--- config.mk ---
export PLATFORM = sky130hd
export DESIGN_NAME = axis_homing_sequencer_flat
export DESIGN_NICKNAME = d
export VERILOG_FILES = /design/src/ahs_pkg.sv /design/src/ahs_ifs.sv /design/src/axis_homing_sequencer.sv /design/src/ahs_cfg_regs.sv /design/src/ahs_core.sv /design/src/flat_wrapper.sv
export SDC_FILE = /design/constraint.sdc
export NUM_CORES = 1
export LEC_CHECK = 0
export ABC_AREA = 1
export BUFFER_PORTS_ARGS = -buffer_cell sky130_fd_sc_hd__buf_2
export CAP_MARGIN = 20
export CORE_UTILIZATION = 40
export DETAILED_ROUTE_END_ITERATION = 6
export GPL_TIMING_DRIVEN = 0
export PLACE_DENSITY = 0.59
export SETUP_SLACK_MARGIN = 0.1
export SYNTH_ARGS = -nofsm -noshare
export SYNTH_HDL_FRONTEND = slang
export SYNTH_SLANG_ARGS = --single-unit
--- constraint.sdc ---
create_clock -name clk -period 4.2 [get_ports clk]
set_input_delay 0.21 -clock clk [delete_from_list [all_inputs] [get_ports clk]]
set_output_delay 0.21 -clock clk [all_outputs]
set_load 0.05 [all_outputs]
--- src/ahs_pkg.sv ---
package ahs_pkg;

	localparam int CFG_IDX_W  = 3;
	localparam int CFG_DATA_W = 32;

	typedef enum logic [2:0] {
		PH_IDLE       = 3'd0,
		PH_SEEK       = 3'd1,
		PH_BACKOFF    = 3'd2,
		PH_LATCH      = 3'd3,
		PH_SERVO_SEEK = 3'd4,
		PH_SERVO_CONF = 3'd5,
		PH_DONE       = 3'd6
	} phase_t;

	typedef enum logic [2:0] {
		CMD_NONE  = 3'd0,
		CMD_VEL   = 3'd1,
		CMD_REL   = 3'd2,
		CMD_STOP  = 3'd3,
		CMD_HOMED = 3'd4
	} cmd_t;

	typedef enum logic [2:0] {
		REG_AXIS_KIND      = 3'd0,
		REG_SEEK_VELOCITY  = 3'd1,
		REG_LATCH_VELOCITY = 3'd2,
		REG_BACKOFF        = 3'd3,
		REG_SEEK_DIRECTION = 3'd4,
		REG_ENDSTOP_POL    = 3'd5
	} cfg_idx_t;

	localparam logic [1:0] KIND_STEPPER = 2'd1;
	localparam logic [1:0] KIND_SERVO   = 2'd2;

	localparam logic ACT_START = 1'b0;

	localparam logic [1:0] DIR_ZERO = 2'b00;
	localparam logic [1:0] DIR_POS  = 2'b01;

	localparam logic [1:0]         AXIS_KIND_RST      = KIND_STEPPER;
	localparam logic [30:0]        SEEK_VELOCITY_RST  = 31'd5000;
	localparam logic [30:0]        LATCH_VELOCITY_RST = 31'd500;
	localparam logic signed [31:0] BACKOFF_RST        = 32'sd200;
	localparam logic signed [1:0]  SEEK_DIRECTION_RST = -2'sd1;
	localparam logic               ENDSTOP_POL_RST    = 1'b0;

	typedef struct packed {
		logic [1:0]         axis_kind;
		logic [30:0]        seek_velocity;
		logic [30:0]        latch_velocity;
		logic signed [31:0] backoff_distance;
		logic signed [1:0]  seek_direction;
		logic               endstop_active_high;
	} cfg_t;

	typedef struct packed {
		logic        action;
		logic [31:0] request_seq;
		logic        endstop_level;
		logic        endstop_ready;
		logic        steps_done;
		logic        feedback_high;
	} item_t;

	typedef struct packed {
		cmd_t               command;
		logic signed [31:0] amount;
		logic [31:0]        event_seq;
		logic               homed_flag;
		logic               busy_flag;
		phase_t             phase_out;
	} result_t;

endpackage

--- src/ahs_ifs.sv ---
interface ahs_in_if;
	logic        valid;
	logic        ready;
	logic        action;
	logic [31:0] request_seq;
	logic        endstop_level;
	logic        endstop_ready;
	logic        steps_done;
	logic        feedback_high;

	modport source (
		output valid, action, request_seq, endstop_level, endstop_ready, steps_done,
			feedback_high,
		input  ready
	);
	modport sink (
		input  valid, action, request_seq, endstop_level, endstop_ready, steps_done,
			feedback_high,
		output ready
	);
endinterface

interface ahs_out_if;
	logic               valid;
	logic               ready;
	logic [2:0]         command;
	logic signed [31:0] amount;
	logic [31:0]        event_seq;
	logic               homed_flag;
	logic               busy_flag;
	logic [2:0]         phase_out;

	modport source (
		output valid, command, amount, event_seq, homed_flag, busy_flag, phase_out,
		input  ready
	);
	modport sink (
		input  valid, command, amount, event_seq, homed_flag, busy_flag, phase_out,
		output ready
	);
endinterface

--- src/axis_homing_sequencer.sv ---
// Channel   Direction  Handshake       Payload
// item      sink       valid / ready   action, request_seq, endstop and feedback levels
// result    source     valid / ready   command, amount, event_seq, flags, phase_out
// cfg       write only cfg_we          cfg_index, cfg_wdata
//
// One item is taken per cycle while the result side is not stalled; the item is held in the
// item register and its result then in the result register, from which the result transfers.
// The item register feeds the state update, which is applied as the result is registered.
// A stalled result holds the result register; the item register keeps accepting while it is
// empty or the result register is free or being drained in the same cycle.
// Reset returns the phase to idle, clears busy, homed and the saved sequence number,
// and loads the default register values.
module axis_homing_sequencer (
	input  logic                           clk,
	input  logic                           arst_n,
	ahs_in_if.sink                         item,
	ahs_out_if.source                      result,
	input  logic                           cfg_we,
	input  logic [ahs_pkg::CFG_IDX_W-1:0]  cfg_index,
	input  logic [ahs_pkg::CFG_DATA_W-1:0] cfg_wdata
);

	ahs_pkg::cfg_t    cfg;
	ahs_pkg::item_t   item_s1;
	logic             item_v_s1;
	ahs_pkg::result_t core_res;
	ahs_pkg::result_t res_s2;
	logic             res_v_s2;
	logic             adv_s2;
	logic             fire;

	assign adv_s2     = !res_v_s2 || result.ready;
	assign fire       = item_v_s1 && adv_s2;
	assign item.ready = !item_v_s1 || adv_s2;

	ahs_cfg_regs u_cfg (
		.clk       (clk),
		.arst_n    (arst_n),
		.cfg_we    (cfg_we),
		.cfg_index (cfg_index),
		.cfg_wdata (cfg_wdata),
		.cfg       (cfg)
	);

	ahs_core u_core (
		.clk    (clk),
		.arst_n (arst_n),
		.fire   (fire),
		.cfg    (cfg),
		.item   (item_s1),
		.res    (core_res)
	);

	always_ff @(posedge clk or negedge arst_n) begin
		if (!arst_n) begin
			item_v_s1 <= 1'b0;
			res_v_s2  <= 1'b0;
		end else begin
			if (item.ready) begin
				item_v_s1 <= item.valid;
			end
			if (adv_s2) begin
				res_v_s2 <= item_v_s1;
			end
		end
	end

	always_ff @(posedge clk) begin
		if (item.valid && item.ready) begin
			item_s1.action        <= item.action;
			item_s1.request_seq   <= item.request_seq;
			item_s1.endstop_level <= item.endstop_level;
			item_s1.endstop_ready <= item.endstop_ready;
			item_s1.steps_done    <= item.steps_done;
			item_s1.feedback_high <= item.feedback_high;
		end
		if (fire) begin
			res_s2 <= core_res;
		end
	end

	assign result.valid      = res_v_s2;
	assign result.command    = res_s2.command;
	assign result.amount     = res_s2.amount;
	assign result.event_seq  = res_s2.event_seq;
	assign result.homed_flag = res_s2.homed_flag;
	assign result.busy_flag  = res_s2.busy_flag;
	assign result.phase_out  = res_s2.phase_out;

	// Homing can never be both in progress and finished.
	a_busy_homed_excl: assert property (@(posedge clk) disable iff (!arst_n)
		result.valid |-> !(result.busy_flag && result.homed_flag))
		else $error("busy and homed reported together");

	// A homed report always lands in the complete phase with homed set.
	a_homed_done: assert property (@(posedge clk) disable iff (!arst_n)
		(result.valid && result.command == ahs_pkg::CMD_HOMED) |->
		(result.phase_out == ahs_pkg::PH_DONE && result.homed_flag))
		else $error("homed command outside the complete phase");

	// Only velocity and relative-move commands carry an amount.
	a_amount_zero: assert property (@(posedge clk) disable iff (!arst_n)
		(result.valid && result.command != ahs_pkg::CMD_VEL &&
		 result.command != ahs_pkg::CMD_REL) |-> result.amount == 32'sd0)
		else $error("nonzero amount on a command without one");

	// A held item is not lost while the result side is stalled.
	a_item_held: assert property (@(posedge clk) disable iff (!arst_n)
		(item_v_s1 && !adv_s2) |=> item_v_s1)
		else $error("item register dropped during a stall");

endmodule

--- src/ahs_cfg_regs.sv ---
module ahs_cfg_regs (
	input  logic                            clk,
	input  logic                            arst_n,
	input  logic                            cfg_we,
	input  logic [ahs_pkg::CFG_IDX_W-1:0]   cfg_index,
	input  logic [ahs_pkg::CFG_DATA_W-1:0]  cfg_wdata,
	output ahs_pkg::cfg_t                   cfg
);

	ahs_pkg::cfg_t cfg_q;

	always_ff @(posedge clk or negedge arst_n) begin
		if (!arst_n) begin
			cfg_q.axis_kind           <= ahs_pkg::AXIS_KIND_RST;
			cfg_q.seek_velocity       <= ahs_pkg::SEEK_VELOCITY_RST;
			cfg_q.latch_velocity      <= ahs_pkg::LATCH_VELOCITY_RST;
			cfg_q.backoff_distance    <= ahs_pkg::BACKOFF_RST;
			cfg_q.seek_direction      <= ahs_pkg::SEEK_DIRECTION_RST;
			cfg_q.endstop_active_high <= ahs_pkg::ENDSTOP_POL_RST;
		end else if (cfg_we) begin
			case (cfg_index)
				ahs_pkg::REG_AXIS_KIND:      cfg_q.axis_kind        <= cfg_wdata[1:0];
				ahs_pkg::REG_SEEK_VELOCITY:  cfg_q.seek_velocity    <= cfg_wdata[30:0];
				ahs_pkg::REG_LATCH_VELOCITY: cfg_q.latch_velocity   <= cfg_wdata[30:0];
				ahs_pkg::REG_BACKOFF:        cfg_q.backoff_distance <= $signed(cfg_wdata);
				ahs_pkg::REG_SEEK_DIRECTION: cfg_q.seek_direction   <= $signed(cfg_wdata[1:0]);
				ahs_pkg::REG_ENDSTOP_POL:    cfg_q.endstop_active_high <= cfg_wdata[0];
				default: ;
			endcase
		end
	end

	assign cfg = cfg_q;

endmodule

--- src/ahs_core.sv ---
module ahs_core (
	input  logic             clk,
	input  logic             arst_n,
	input  logic             fire,
	input  ahs_pkg::cfg_t    cfg,
	input  ahs_pkg::item_t   item,
	output ahs_pkg::result_t res
);

	ahs_pkg::phase_t    phase_q, phase_nxt;
	logic               busy_q, busy_nxt;
	logic               homed_q, homed_nxt;
	logic [31:0]        seq_q, seq_nxt;
	ahs_pkg::cmd_t      cmd;
	logic signed [31:0] amt;
	logic signed [31:0] servo_vel;
	logic               trig;

	always_comb begin
		if (cfg.seek_direction == ahs_pkg::DIR_ZERO) begin
			servo_vel = '0;
		end else if (cfg.seek_direction == ahs_pkg::DIR_POS) begin
			servo_vel = $signed({1'b0, cfg.seek_velocity});
		end else begin
			servo_vel = 32'sd0 - $signed({1'b0, cfg.seek_velocity});
		end
	end

	assign trig = (item.endstop_level == cfg.endstop_active_high);

	always_comb begin
		phase_nxt = phase_q;
		busy_nxt  = busy_q;
		homed_nxt = homed_q;
		seq_nxt   = seq_q;
		cmd       = ahs_pkg::CMD_NONE;
		amt       = '0;
		if (item.action == ahs_pkg::ACT_START) begin
			// An unconfigured kind still marks the axis busy but issues nothing.
			busy_nxt  = 1'b1;
			homed_nxt = 1'b0;
			seq_nxt   = item.request_seq;
			if (cfg.axis_kind == ahs_pkg::KIND_STEPPER) begin
				phase_nxt = ahs_pkg::PH_SEEK;
				cmd       = ahs_pkg::CMD_VEL;
				amt       = 32'sd0 - $signed({1'b0, cfg.seek_velocity});
			end else if (cfg.axis_kind == ahs_pkg::KIND_SERVO) begin
				phase_nxt = ahs_pkg::PH_SERVO_SEEK;
				cmd       = ahs_pkg::CMD_VEL;
				amt       = servo_vel;
			end
		end else if (cfg.axis_kind == ahs_pkg::KIND_STEPPER) begin
			if (item.endstop_ready) begin
				case (phase_q)
					ahs_pkg::PH_SEEK: begin
						if (trig) begin
							phase_nxt = ahs_pkg::PH_BACKOFF;
							cmd       = ahs_pkg::CMD_REL;
							amt       = cfg.backoff_distance;
						end
					end
					ahs_pkg::PH_BACKOFF: begin
						if (item.steps_done) begin
							phase_nxt = ahs_pkg::PH_LATCH;
							cmd       = ahs_pkg::CMD_VEL;
							amt       = 32'sd0 - $signed({1'b0, cfg.latch_velocity});
						end
					end
					ahs_pkg::PH_LATCH: begin
						if (trig) begin
							phase_nxt = ahs_pkg::PH_DONE;
							busy_nxt  = 1'b0;
							homed_nxt = 1'b1;
							cmd       = ahs_pkg::CMD_HOMED;
						end
					end
					default: ;
				endcase
			end
		end else if (cfg.axis_kind == ahs_pkg::KIND_SERVO) begin
			case (phase_q)
				ahs_pkg::PH_SERVO_SEEK: begin
					if (!item.feedback_high) begin
						phase_nxt = ahs_pkg::PH_SERVO_CONF;
						cmd       = ahs_pkg::CMD_STOP;
					end
				end
				ahs_pkg::PH_SERVO_CONF: begin
					phase_nxt = ahs_pkg::PH_DONE;
					busy_nxt  = 1'b0;
					homed_nxt = 1'b1;
					cmd       = ahs_pkg::CMD_HOMED;
				end
				default: ;
			endcase
		end
	end

	always_ff @(posedge clk or negedge arst_n) begin
		if (!arst_n) begin
			phase_q <= ahs_pkg::PH_IDLE;
			busy_q  <= 1'b0;
			homed_q <= 1'b0;
			seq_q   <= '0;
		end else if (fire) begin
			phase_q <= phase_nxt;
			busy_q  <= busy_nxt;
			homed_q <= homed_nxt;
			seq_q   <= seq_nxt;
		end
	end

	always_comb begin
		res.command    = cmd;
		res.amount     = amt;
		res.event_seq  = seq_nxt;
		res.homed_flag = homed_nxt;
		res.busy_flag  = busy_nxt;
		res.phase_out  = phase_nxt;
	end

endmodule
--- src/flat_wrapper.sv ---
// flat-port wrapper written by rule: the top's interface ports become plain ports
module axis_homing_sequencer_flat 
  (clk, arst_n, cfg_we, cfg_index, cfg_wdata, item_valid, item_action, item_request_seq, item_endstop_level, item_endstop_ready, item_steps_done, item_feedback_high, item_ready, result_valid, result_command, result_amount, result_event_seq, result_homed_flag, result_busy_flag, result_phase_out, result_ready);
  ahs_in_if item_i ();
  ahs_out_if result_i ();
  input  logic clk;
  input  logic arst_n;
  input  logic cfg_we;
  input  logic [ahs_pkg::CFG_IDX_W-1:0] cfg_index;
  input  logic [ahs_pkg::CFG_DATA_W-1:0] cfg_wdata;
  input wire logic [$bits(item_i.valid)-1:0] item_valid;
  input wire logic [$bits(item_i.action)-1:0] item_action;
  input wire logic [$bits(item_i.request_seq)-1:0] item_request_seq;
  input wire logic [$bits(item_i.endstop_level)-1:0] item_endstop_level;
  input wire logic [$bits(item_i.endstop_ready)-1:0] item_endstop_ready;
  input wire logic [$bits(item_i.steps_done)-1:0] item_steps_done;
  input wire logic [$bits(item_i.feedback_high)-1:0] item_feedback_high;
  output wire logic [$bits(item_i.ready)-1:0] item_ready;
  output wire logic [$bits(result_i.valid)-1:0] result_valid;
  output wire logic [$bits(result_i.command)-1:0] result_command;
  output wire logic [$bits(result_i.amount)-1:0] result_amount;
  output wire logic [$bits(result_i.event_seq)-1:0] result_event_seq;
  output wire logic [$bits(result_i.homed_flag)-1:0] result_homed_flag;
  output wire logic [$bits(result_i.busy_flag)-1:0] result_busy_flag;
  output wire logic [$bits(result_i.phase_out)-1:0] result_phase_out;
  input wire logic [$bits(result_i.ready)-1:0] result_ready;
  assign item_i.valid = item_valid;
  assign item_i.action = item_action;
  assign item_i.request_seq = item_request_seq;
  assign item_i.endstop_level = item_endstop_level;
  assign item_i.endstop_ready = item_endstop_ready;
  assign item_i.steps_done = item_steps_done;
  assign item_i.feedback_high = item_feedback_high;
  assign item_ready = item_i.ready;
  assign result_valid = result_i.valid;
  assign result_command = result_i.command;
  assign result_amount = result_i.amount;
  assign result_event_seq = result_i.event_seq;
  assign result_homed_flag = result_i.homed_flag;
  assign result_busy_flag = result_i.busy_flag;
  assign result_phase_out = result_i.phase_out;
  assign result_i.ready = result_ready;
  axis_homing_sequencer u_core (.clk(clk), .arst_n(arst_n), .item(item_i), .result(result_i), .cfg_we(cfg_we), .cfg_index(cfg_index), .cfg_wdata(cfg_wdata));
endmodule
**Yosys cells after proc, flatten, opt, wreduce, memory -nomap -nowiden**

Index checks and enable logic that the tools add are counted.
W data, S select, Z words.

- Add/subtract/negate cells: 2
- Multiply operators: 0
- Div/mod/pow operators: 0
- $lt $le $gt $ge: 0
- Equality and inequality tests: 14
- Shift operators: 0
- Muxes and demuxes: 49
- Bitwise gates (word level): 0
- Reduce and logical (&&, ||, !) cells: 14

Operator list:

| kind | number |
|---|---|
| $mux W32 | 10 |
| $pmux W32 S2 | 1 |
| $sub A1 B31 Y32 const A | 2 |
| $mux W3 | 15 |
| $pmux W3 S3 | 2 |
| $mux W1 | 17 |
| $eq A3 B2 Y1 const B | 4 |
| $eq A3 B3 Y1 const B | 4 |
| $pmux W3 S2 | 2 |
| $reduce_and A2 Y1 | 6 |
| $eq A3 B1 Y1 const B | 2 |
| $eq A2 B1 Y1 const B | 2 |
| $mux W2 | 2 |
| $logic_not A3 Y1 | 1 |
| $eq A2 B2 Y1 const B | 1 |
| $logic_and A1 B1 Y1 | 2 |
| $logic_not A1 Y1 | 2 |
| $logic_not A2 Y1 | 1 |
| $logic_or A1 B1 Y1 | 2 |
| $eq A1 B1 Y1 | 1 |

- Register bits: 247
- Bits in latches: 0
- Bits in writable memories: 0
- Memory bits (read-only): 0
- Input bits: 77
- Memories: 0

**Depth between registers and ports, before layout**

- Depth in word-level cells: 6
- Depth in mapped cells: 13

**Modules after synthesis**

A second synthesis with hierarchy kept.

- Cells, all modules: 1427
- Area total of the unflattened synthesis: 12095.4 um^2

Modules (own cells, without submodules):

| module | instances | cells each | area an instance (um^2) | seq. area each (um^2) |
|---|---|---|---|---|
| ahs_core | 1 | 865 | 4804.6 | 925.9 |
| ahs_cfg_regs | 1 | 441 | 3922.5 | 2498.6 |
| axis_homing_sequencer | 1 | 121 | 3368.2 | 3323.2 |

**Worst setup path before layout**

OpenSTA, ideal clock, no wires.

- Path kind: register -> register
- Start point: reg u_core.res_v_s2 (netlist: u_core.result.valid)
- End point: reg u_core.res_s2, in the netlist u_core.result.amount[0], enable pin
- Setup time: 462 ps
- Arrival time: 3171 ps
- Required time: 3738 ps
- Setup slack: 567 ps
- Stages on the path, launching flop included: 4
- Path buffers: 2
- Cell sequence: dfrtp_1 -> a21oi_1 -> buf_2 -> clkbuf_1

- Cells in the longest elaborated chain, start to end: 3

RTL lines:

| item | RTL line | source |
|---|---|---|
| start: declaration | axis_homing_sequencer.sv:28 | `logic res_v_s2;` |
| start signal: assignment | axis_homing_sequencer.sv:63 | `res_v_s2 <= item_v_s1;` |
| $logic_not A1 Y1 | axis_homing_sequencer.sv:32 | `assign adv_s2 = !res_v_s2 \|\| result.ready;` |
| $logic_or A1 B1 Y1 | axis_homing_sequencer.sv:32 |  |
| $logic_and A1 B1 Y1 | axis_homing_sequencer.sv:33 | `assign fire = item_v_s1 && adv_s2;` |
| net u_core.fire | axis_homing_sequencer.sv:30 | `logic fire;` |
| end signal: assignment | axis_homing_sequencer.sv:78 | `res_s2 <= core_res;` |
| end: declaration | axis_homing_sequencer.sv:27 | `ahs_pkg::result_t res_s2;` |

The timed path passes the listed nets, and every way through them passes these cells.
A chain may end at the register's enable or synchronous reset.

==> impl_metrics.env <==
export IMPL_outcome="completed"
export IMPL_track_usage=0.237
export IMPL_initial_utilization=0.411
export IMPL_crit_family="buffers and inverters"
export IMPL_rr_endpoint="u_core.result.amount[8]"
export IMPL_cts_made_buffers=28
export IMPL_tritoncts="yes"
export IMPL_hold_depth=3
export IMPL_setup_violations=0
export IMPL_dieWidth_um=175
export IMPL_place_gp_congestion=0.934
export IMPL_max_vdd_ir_drop_v=0.000298
export IMPL_synth_edf_count=109
export IMPL_cts_root_buf="clkbuf_16"
export IMPL_worstSkewPairLatency_ns=0.55
export IMPL_core_area_mm2=0.0290
export IMPL_drv_cap=0
export IMPL_viasPerCell=5.04
export IMPL_wl_um=35600
export IMPL_powerDensity_mw_per_mm2=516
export IMPL_grt_setup_unrepaired="false"
export IMPL_firstDrtPassIters=5
export IMPL_leakage_nw=6.59
export IMPL_vias=10100
export IMPL_path_cells="inv_1, ha_1, nand3_1, clkbuf_1, o21ai_0, o211ai_1, o21ai_1"
export IMPL_portBuffers=150
export IMPL_slew_viol_final=0
export IMPL_worst_hold_slack_ns=0.0103
export IMPL_path_class="reg -> reg"
export IMPL_drc=0
export IMPL_yosysSeqAreaShare=0.565
export IMPL_dpl_instance_area_mm2=0.0132
export IMPL_grt_busiest_layer="met2"
export IMPL_slew_headroom=0.425
export IMPL_yosysMostFrequentCell="nand2_1"
export IMPL_final_util=0.511
export IMPL_fin_cells=1998
export IMPL_ant_nets=0
export IMPL_place_hpwl_um=26000
export IMPL_critPathRequiredTime_ns=4.48
export IMPL_max_freq_mhz=407
export IMPL_synthTopCellsByCount="nand2_1, o21ai_0, inv_1"
export IMPL_ys_top_cells_by_area="edfxtp_1, dfrtp_1, nand2_1, o21ai_0, inv_1"
export IMPL_netlist_area_mm2=0.0119
export IMPL_post_cts_resized=0
export IMPL_cp_arrival_ns=2.74
export IMPL_die_y_um=175
export IMPL_reg2reg_from="u_core.u_cfg.cfg[97]"
export IMPL_drt_initial_drc_count=820
export IMPL_diodes=0
export IMPL_synth_cell_types=47
export IMPL_grt_ovfl_total=0
export IMPL_critPathCaptureType="register"
export IMPL_synthArstFlopShare=0.559
export IMPL_drive_gt1_frac=0.201
export IMPL_post_drt_wl_per_cell_um=17.8
export IMPL_worst_pin_slew_ns=0.863
export IMPL_syn_to_final_growth_pct=24.2
export IMPL_startpoint_type="register"
export IMPL_critPathBufInv=2
export IMPL_rr_worst_depth=7
export IMPL_antenna_found_initial=0
export IMPL_synth_top_area_cell="edfxtp_1"
export IMPL_synth_top_area_frac=0.274
export IMPL_htree_num_levels=1
export IMPL_slowest_stage="dfstp_2"
export IMPL_fin_skew_ns=0.0275
export IMPL_reg2reg_slack_ns=1.74
export IMPL_synth_flop_cell="dfrtp_1"
export IMPL_min_path_type="in -> reg"
export IMPL_cts_sinks=247
export IMPL_ioPinCount=151
export IMPL_synthCells=1340
export IMPL_ys_ff_latch=247
export IMPL_min_from="cfg_wdata[22]"
export IMPL_crit_fanout=10
export IMPL_post_route_min_period_ns=2.46
export IMPL_grt_pass1_vias=9854
export IMPL_synth_area_per_cell_um2=8.91
export IMPL_fin_crit_sh=0.585
export IMPL_grt_max_degree=79
export IMPL_grt_use_met3=0.0305
export IMPL_hold_path_end="u_core.u_cfg.cfg[88]"
export IMPL_fin_nets=1673
export IMPL_cpPeakStageDelay_ns=0.54
export IMPL_grt_pass1_wl_um=55800
export IMPL_use_met1=0.339
export IMPL_clkTransAtPathRegs_ns=0.06
export IMPL_total_power_mw=7.66
export IMPL_post_cts_buffers=0
export IMPL_yosys_warnings=0
export IMPL_fin_area_mm2=0.0148
export IMPL_final_hold_viol_count=0
export IMPL_syn_nets=1421
export IMPL_row_count=62
export IMPL_grt_util_met2=0.383
export IMPL_die_area_mm2=0.0305
export IMPL_nFillCells=2851
export IMPL_cts_path_max_buffers=3
export IMPL_dpl_cell_count=1876
-- cell families (layout without fill, tap and decap cells) --
group	after synthesis	in the layout	share of synthesized area
AOI/OAI and AO/OA	301	301	0.133
xor gates and xnor gates	5	5	0.00367
DFF	247	247	0.565
adders and majority gates	4	4	0.00419
muxes	1	1	0.000943
buffers and inverters	206	480	0.0675
and+or+nand+nor	576	576	0.225
-- per-stage QoR --
stage	TNS [ns]	worst slack, ns
3_3_place_gp	-45.39	-0.639
3_5_place_dp	0	1.79
5_1_grt	0	1.60
6_report	0	1.74
4_1_cts	0	1.78
2_1_floorplan	0	0.567
-- cell type report --
class | count | area [um2] | area share
Clock inverter | 9 | 68.8 | 0.00464
Clock buffer | 43 | 828 | 0.0558
Sequential cell | 247 | 6750 | 0.455
Inverter | 157 | 592 | 0.0399
Multi-Input combinational cell | 887 | 4380 | 0.296
Tap cell | 384 | 480 | 0.0324
Timing Repair Buffer | 222 | 1510 | 0.102
Buffer | 49 | 218 | 0.0147
-- worst max path at each step --
stage / from / to / depth (start not counted)
finish: u_core.u_cfg.cfg[97] / u_core.result.amount[8] / 7
global route: u_core.u_cfg.cfg[97] / u_core.result.amount[10] / 9
CTS: u_core.u_cfg.cfg[97] / u_core.result.amount[8] / 7
detailed placement: u_core.u_cfg.cfg[97] / u_core.result.amount[8] / 7
global placement: u_core.result.valid / u_core.u_core.seq_q[29] / 4
floorplan: u_core.result.valid / u_core.result.amount[0] / 3
-- layer usage --
metal / share of wire / up-vias / routed length (um)
met1: 0.46 / 4812 / 16300
met5: 0 / - / 0
li1: - / 4944 / -
met3: 0.056 / 43 / 1980
met2: 0.47 / 270 / 16600
met4: 0.021 / 0 / 732
-- worst reg2reg max path, delay by kind of cell (launching register included) --
family / cells / cell delay (ns)
buf+inv: 2 / 0.57
flops: 1 / 0.54
compound gates: 3 / 0.45
simple gates: 1 / 0.40
fa+ha+maj: 1 / 0.27
-- power breakdown --
part           switching, mW  total (mW)  leakage [nW]  internal [mW]
Combinational           1.44        2.00          3.37          0.562
Sequential             0.268        3.28          2.76           3.01
Clock                  0.972        2.38         0.447           1.41
Total                   2.68        7.66          6.59           4.98
-- cell usage in the layout, fill, tap and decap left out, types with 29 or more instances in the layout --
cell type,n
buf_2,164
dlygate4sd3_1,70
nand3_1,67
nor2_1,83
clkbuf_16,29
o21ai_0,220
dfrtp_1,121
inv_1,134
a21oi_1,30
edfxtp_1,109
nand2_1,340
clkbuf_1,35
-- state kept, by name, indices dropped and copies added, names as in the netlist --
| signal | count |
|---|---|
| u_core.result.busy_flag | 1 |
| u_core.result.event_seq | 32 |
| u_core.u_cfg.cfg | 99 |
| u_core.result.homed_flag | 1 |
| u_core.u_core.seq_q | 32 |
| u_core.result.valid | 1 |
| u_core.result.amount | 32 |
| u_core.result.phase_out | 3 |
| u_core.item_v_s1 | 1 |
| u_core.u_core.homed_q | 1 |
| u_core.result.command | 3 |
| u_core.u_core.busy_q | 1 |
| u_core.u_core.phase_q | 3 |
| u_core.item_s1 | 37 |
-- repair_timing --
action	CTS	global route
endpoints found under the hold margin	160	0
endpoints found under the setup margin	0	0
hold buffers	70	0
Note: power is estimated with default switching activity, not from simulation.
